[src/rtl/assert_macros.svh]
// ----------------------------------------------------------------------------
// assertion macros
// concurrent assertion helpers, compiled out for synthesis
// ----------------------------------------------------------------------------
`ifndef ASSERT_MACROS_SVH
`define ASSERT_MACROS_SVH
`ifndef SYNTHESIS
`define ASSERT_AT(lbl, clk, rstn, prop) \
  lbl: assert property (@(posedge clk) disable iff (!rstn) prop) \
    else $error("assertion failed");
`define ASSERT_NEVER(lbl, clk, rstn, cond) \
  lbl: assert property (@(posedge clk) disable iff (!rstn) !(cond)) \
    else $error("forbidden condition");
`else
`define ASSERT_AT(lbl, clk, rstn, prop)
`define ASSERT_NEVER(lbl, clk, rstn, cond)
`endif
`endif

[src/rtl/trm_base_mem.sv]
// ----------------------------------------------------------------------------
// trm_base_mem
// base window memory, one write port and two registered read ports
// ----------------------------------------------------------------------------
`default_nettype none
module trm_base_mem #(
  parameter int unsigned DEPTH = 512
) (
  input  wire logic                     clk_i,
  input  wire logic                     we_i,
  input  wire logic [$clog2(DEPTH)-1:0] waddr_i,
  input  wire logic [7:0]               wdata_i,
  input  wire logic [$clog2(DEPTH)-1:0] raddr_a_i,
  input  wire logic [$clog2(DEPTH)-1:0] raddr_b_i,
  output logic      [7:0]               rdata_a_o,
  output logic      [7:0]               rdata_b_o
);
  logic [7:0] mem_q [DEPTH];

  always_ff @(posedge clk_i) begin
    if (we_i) begin
      mem_q[waddr_i] <= wdata_i;
    end
    rdata_a_o <= mem_q[raddr_a_i];
    rdata_b_o <= mem_q[raddr_b_i];
  end
endmodule
`default_nettype wire

[config.mk]
export PLATFORM = sky130hd
export DESIGN_NAME = trm_base_mem
export DESIGN_NICKNAME = d
export VERILOG_FILES = /design/src/rtl/assert_macros.svh /design/src/rtl/trm_base_mem.sv
export SDC_FILE = /design/constraint.sdc
export NUM_CORES = 2
export LEC_CHECK = 0
export BUFFER_PORTS_ARGS = -buffer_cell sky130_fd_sc_hd__buf_2
export CAP_MARGIN = 20
export CORE_MARGIN = 3
export CORE_UTILIZATION = 45
export DETAILED_ROUTE_END_ITERATION = 10
export GPL_ROUTABILITY_DRIVEN = 0
export PLACE_DENSITY_LB_ADDON = 0.05
export SYNTH_ARGS = -nofsm -noshare
export SYNTH_HDL_FRONTEND = slang
export SYNTH_SLANG_ARGS = --single-unit
[constraint.sdc]
create_clock -name clk_i -period 4.3 [get_ports clk_i]
set_input_delay 0.86 -clock clk_i [delete_from_list [all_inputs] [get_ports clk_i]]
set_output_delay 0.86 -clock clk_i [all_outputs]
set_load 0.01 [all_outputs]
### After elaboration in Yosys (flattened, before gate mapping)

Memories as Yosys holds them, arrays and structs flattened. A register that Yosys moved wholly into a read port is not among the register bits.
Index checks and enable logic that the tools add are counted.

| word-level totals | value |
|---|---|
| flip-flop bits (word level) | 0 |
| RAM bits | 4096 |
| input port bits | 37 |
| output and inout port bits | 16 |
| word-level logic and storage cells | 3 |
| memories | 1 |

Memories:

| memory | words | bits a word | rd ports | clocked after Yosys merged registers in | write ports | line | text |
|---|---|---|---|---|---|---|---|
| mem_q | 512 | 8 | 2 | 2 | 1 | trm_base_mem.sv:18 | `logic [7:0] mem_q [DEPTH];` |

| operators by class | value |
|---|---|
| mux-type cells | 2 |

Operator list:

| operator | number |
|---|---|
| 2-to-1 mux 1 bit | 2 |

### Longest topological paths before layout

| logic depth | value |
|---|---|
| depth after elaboration | 2 |
| depth in mapped cells | 13 |
| depth with buffers taken out | 7 |

### Least setup slack after synthesis

Ideal clock, no wire load.

| timing | value |
|---|---|
| kind | input-to-reg |
| start point | in raddr_a_i[0] |
| end point | reg rdata_a_o[2], read port of mem_q |
| library setup time | 0.117 ns |
| arrival time | 2.829 ns |
| required time | 4.183 ns |
| path slack | 1.354 ns |
| stages on the path | 10 |
| path buffers | 3 |
| cell sequence | buf_4 -> buf_8 -> buf_2 -> mux4_2 -> mux4_2 -> nand2_1 -> o31ai_1 -> o21ai_1 -> nor3_1 -> and4b_1 |

RTL lines:

| element | line | text |
|---|---|---|
| start: declaration | trm_base_mem.sv:13 | `input wire logic [$clog2(DEPTH)-1:0] raddr_a_i,` |
| end: declaration | trm_base_mem.sv:15 | `output logic [7:0] rdata_a_o,` |

==> results.py <==
metrics = {
    "grt": {
        "grt_pass1_vias": 125000,
        "antenna_found_initial": 75,
        "grt_overflow": 0,
        "grt_pass1_wl_um": 1020000,
        "track_usage": 0.331,
        "grt_max_degree": 141,
    },
    "sta": {
        "rsz0062_at_grt": "false",
        "min_period_over_period": 1.00,
        "fin_tns_setup_ps": -11.5,
        "slew_headroom": 0.101,
        "final_max_slew_viol_count": 0,
        "fin_skew_ps": 81.1,
        "fmax_mhz": 232,
        "period_needed_ps": 4310,
        "hold_viol_final": 0,
        "tightestPinTransition_ps": 1340,
        "setup_viol_count_final": 2,
        "setup_slack_ps": -6.24,
    },
    "floorplanning": {
        "die-area_um2": 443000,
        "pin_count": 53,
        "die_h_um": 665,
        "start_util": 0.453,
        "die_x_um": 665,
        "core_um2": 432000,
        "row_count": 241,
    },
    "setup_path": {
        "crit_top_cell": "buf_12",
        "crit_buf_inv": 5,
        "reg2regPathDepth": 9,
        "crit_chain": "buf_12 -> buf_12 -> buf_12 -> buf_12 -> mux4_2 -> nand2_1 -> a22o_1 -> nor4_1 -> nand4_1 -> nand4_1 -> buf_4 -> and4b_1",
        "cp.depth": 12,
        "crit_path_start_kind": "input pin",
        "worst-setup-path-type": "input pin to flip-flop",
        "crit_family": "simple AND/OR/NAND/NOR gates",
        "worst_setup_path_end_kind": "flip-flop",
        "cp_slowest_cell": "nand4_1",
        "crit_fanout": 24,
        "arrival_ps": 5260,
        "cp_slowest_stage_delay_ps": 840,
        "cp_data_required_time_ps": 5260,
    },
    "yosys": {
        "synth.most_common_cell": "edfxtp_1",
        "synth_area_um2": 196000,
        "synth.avg_cell_area_um2": 17.1,
        "syn_nets": 11500,
        "async_flop_share": 0,
        "synth_edf_count": 4096,
        "synth_top_area_share": 0.629,
        "yosysTopAreaCell": "edfxtp_1",
        "ys_ff_latch": 4112,
        "synth.distinct_cells": 80,
        "yosys-top-cells-area": "edfxtp_1, mux4_2, mux2i_1, o221ai_1, nor2_1",
        "syn_inst": 11500,
        "yosys_warnings": 0,
        "synth-seq-area-share": 0.630,
        "synth_top_flop_cell": "edfxtp_1",
        "netlist_top_cells_count": "edfxtp_1, mux2i_1, mux4_2",
    },
    "route": {
        "wl_per_cell_um": 40.4,
        "dr.pass1.iters": 8,
        "post-route-drc-count": 0,
        "ant_nets": 0,
        "finalWirelength_um": 745000,
        "drt-initial-drc-count": 19100,
        "vias": 127000,
        "viasPerCell": 6.90,
    },
    "worst_hold_path": {
        "hold_path_class": "input pin to flip-flop",
        "holdPathStages": 1,
    },
    "cts": {
        "numCtsBuffers": 447,
        "post_cts_buffers": 0,
        "cts_buffer_depth": 4,
        "htreeDepth": 5,
        "tritoncts": "done",
        "insertion_delay_ps": 1050,
        "cts-hold-fix-buffers": 0,
        "clkTransAtPathRegs_ps": 60,
        "clkSinkCount": 4112,
        "cts_resized": 0,
        "cts-root-buf": "clkbuf_16",
    },
    "power_and_ir_drop": {
        "pwr_density_cell_nw_per_um2": 406,
        "p_leak_nw": 73.9,
        "peakVddDrop_v": 0.000346,
    },
    "placed_design": {
        "dp_hpwl_um": 513000,
        "place_ws_ps": -671,
        "port_buffers": 52,
    },
    "run_status": {
        "violations": "negative setup slack",
        "outcome": "finished with violations",
    },
    "flow_run": {
        "maxCapViolCount": 0,
    },
    "layout": {
        "nets": 12300,
        "area_delta_synth_final_pct": 14.8,
        "drive_gt1_frac": 0.272,
    },
}
cell families (layout without fill, tap and decap cells):
family / after synthesis / after routing / synth area share
mux: 2780 / 2780 / 0.231
flops: 4112 / 4112 / 0.630
buf+inv: 961 / 2180 / 0.0306
simple gates: 1823 / 1823 / 0.0441
other cells: 0 / 45 / 0
compound gates: 1775 / 1775 / 0.0642
state kept, by name, summed over array words and instances (netlist names):
register   flops
mem_q       4096
rdata_a_o      8
rdata_b_o      8
worst paths after layout:
check	startpoint	endpoint	slack, ps
worst max register to register	mem_q[108][2]$_DFFE_PP_	rdata_a_o[2]$_DFF_P_	600
worst min-delay path	wdata_i[7]	mem_q[129][7]$_DFFE_PP_	310
worst min register to register	mem_q[234][6]$_DFFE_PP_	rdata_b_o[6]$_DFF_P_	1210
worst max-delay path	raddr_a_i[0]	rdata_a_o[3]$_DFF_P_	-6
report_power, final:
| part | switching [mW] | total (mW) | internal (mW) |
|---|---|---|---|
| Combinational | 5.39 | 8.29 | 2.90 |
| Clock | 16.3 | 38.5 | 22.2 |
| Sequential | 0.173 | 44.3 | 44.1 |
area by class of cell:
type,count,area (um^2)
diodes,45,113
clock buffers,551,12000
clock inverters,267,2460
fillers,34900,208000
inverters,7,51.3
multi-input cells,6378,66700
flip-flops and latches,4112,123000
well taps,5710,7140
repair buffers,1355,12900
through the flow:
| stage | utilization | instances | total power, mW | area [um^2] | hold WS, ps |
|---|---|---|---|---|---|
| final | 0.520 | 18400 | 91.1 | 225000 | 307 |
| after global routing | 0.520 | 18400 | 93.3 | 225000 | 315 |
| after CTS | 0.519 | 18400 | 91.4 | 224000 | 263 |
| after detailed placement | 0.486 | 17600 | 53.3 | 210000 | 1220 |
| after global placement | 0.486 | 17500 | 53.2 | 210000 | 1210 |
| after floorplan | - | 11500 | 49.2 | 196000 | 899 |
cells in the final DEF, fill, tap and decap left out, drive strengths merged, types with 115 or more instances in the layout:
cell / n
nor3: 379
clkbuf: 554
a211oi: 115
clkinv: 195
o22ai: 381
mux4: 1385
mux2i: 1393
a21oi: 284
nor2: 679
o21ai: 175
nand2: 285
o221ai: 514
buf: 1352
edfxtp: 4096
per-layer routing:
metal / share of wire / track usage / up-vias
li1: - / - / 50200
met1: 0.39 / 0.469 / 67400
met2: 0.45 / 0.498 / 8094
met3: 0.12 / 0.0843 / 1396
met4: 0.041 / 0.119 / 42
met5: 0.00052 / 0 / -
No activity file was read; power rests on OpenSTA's default activity.
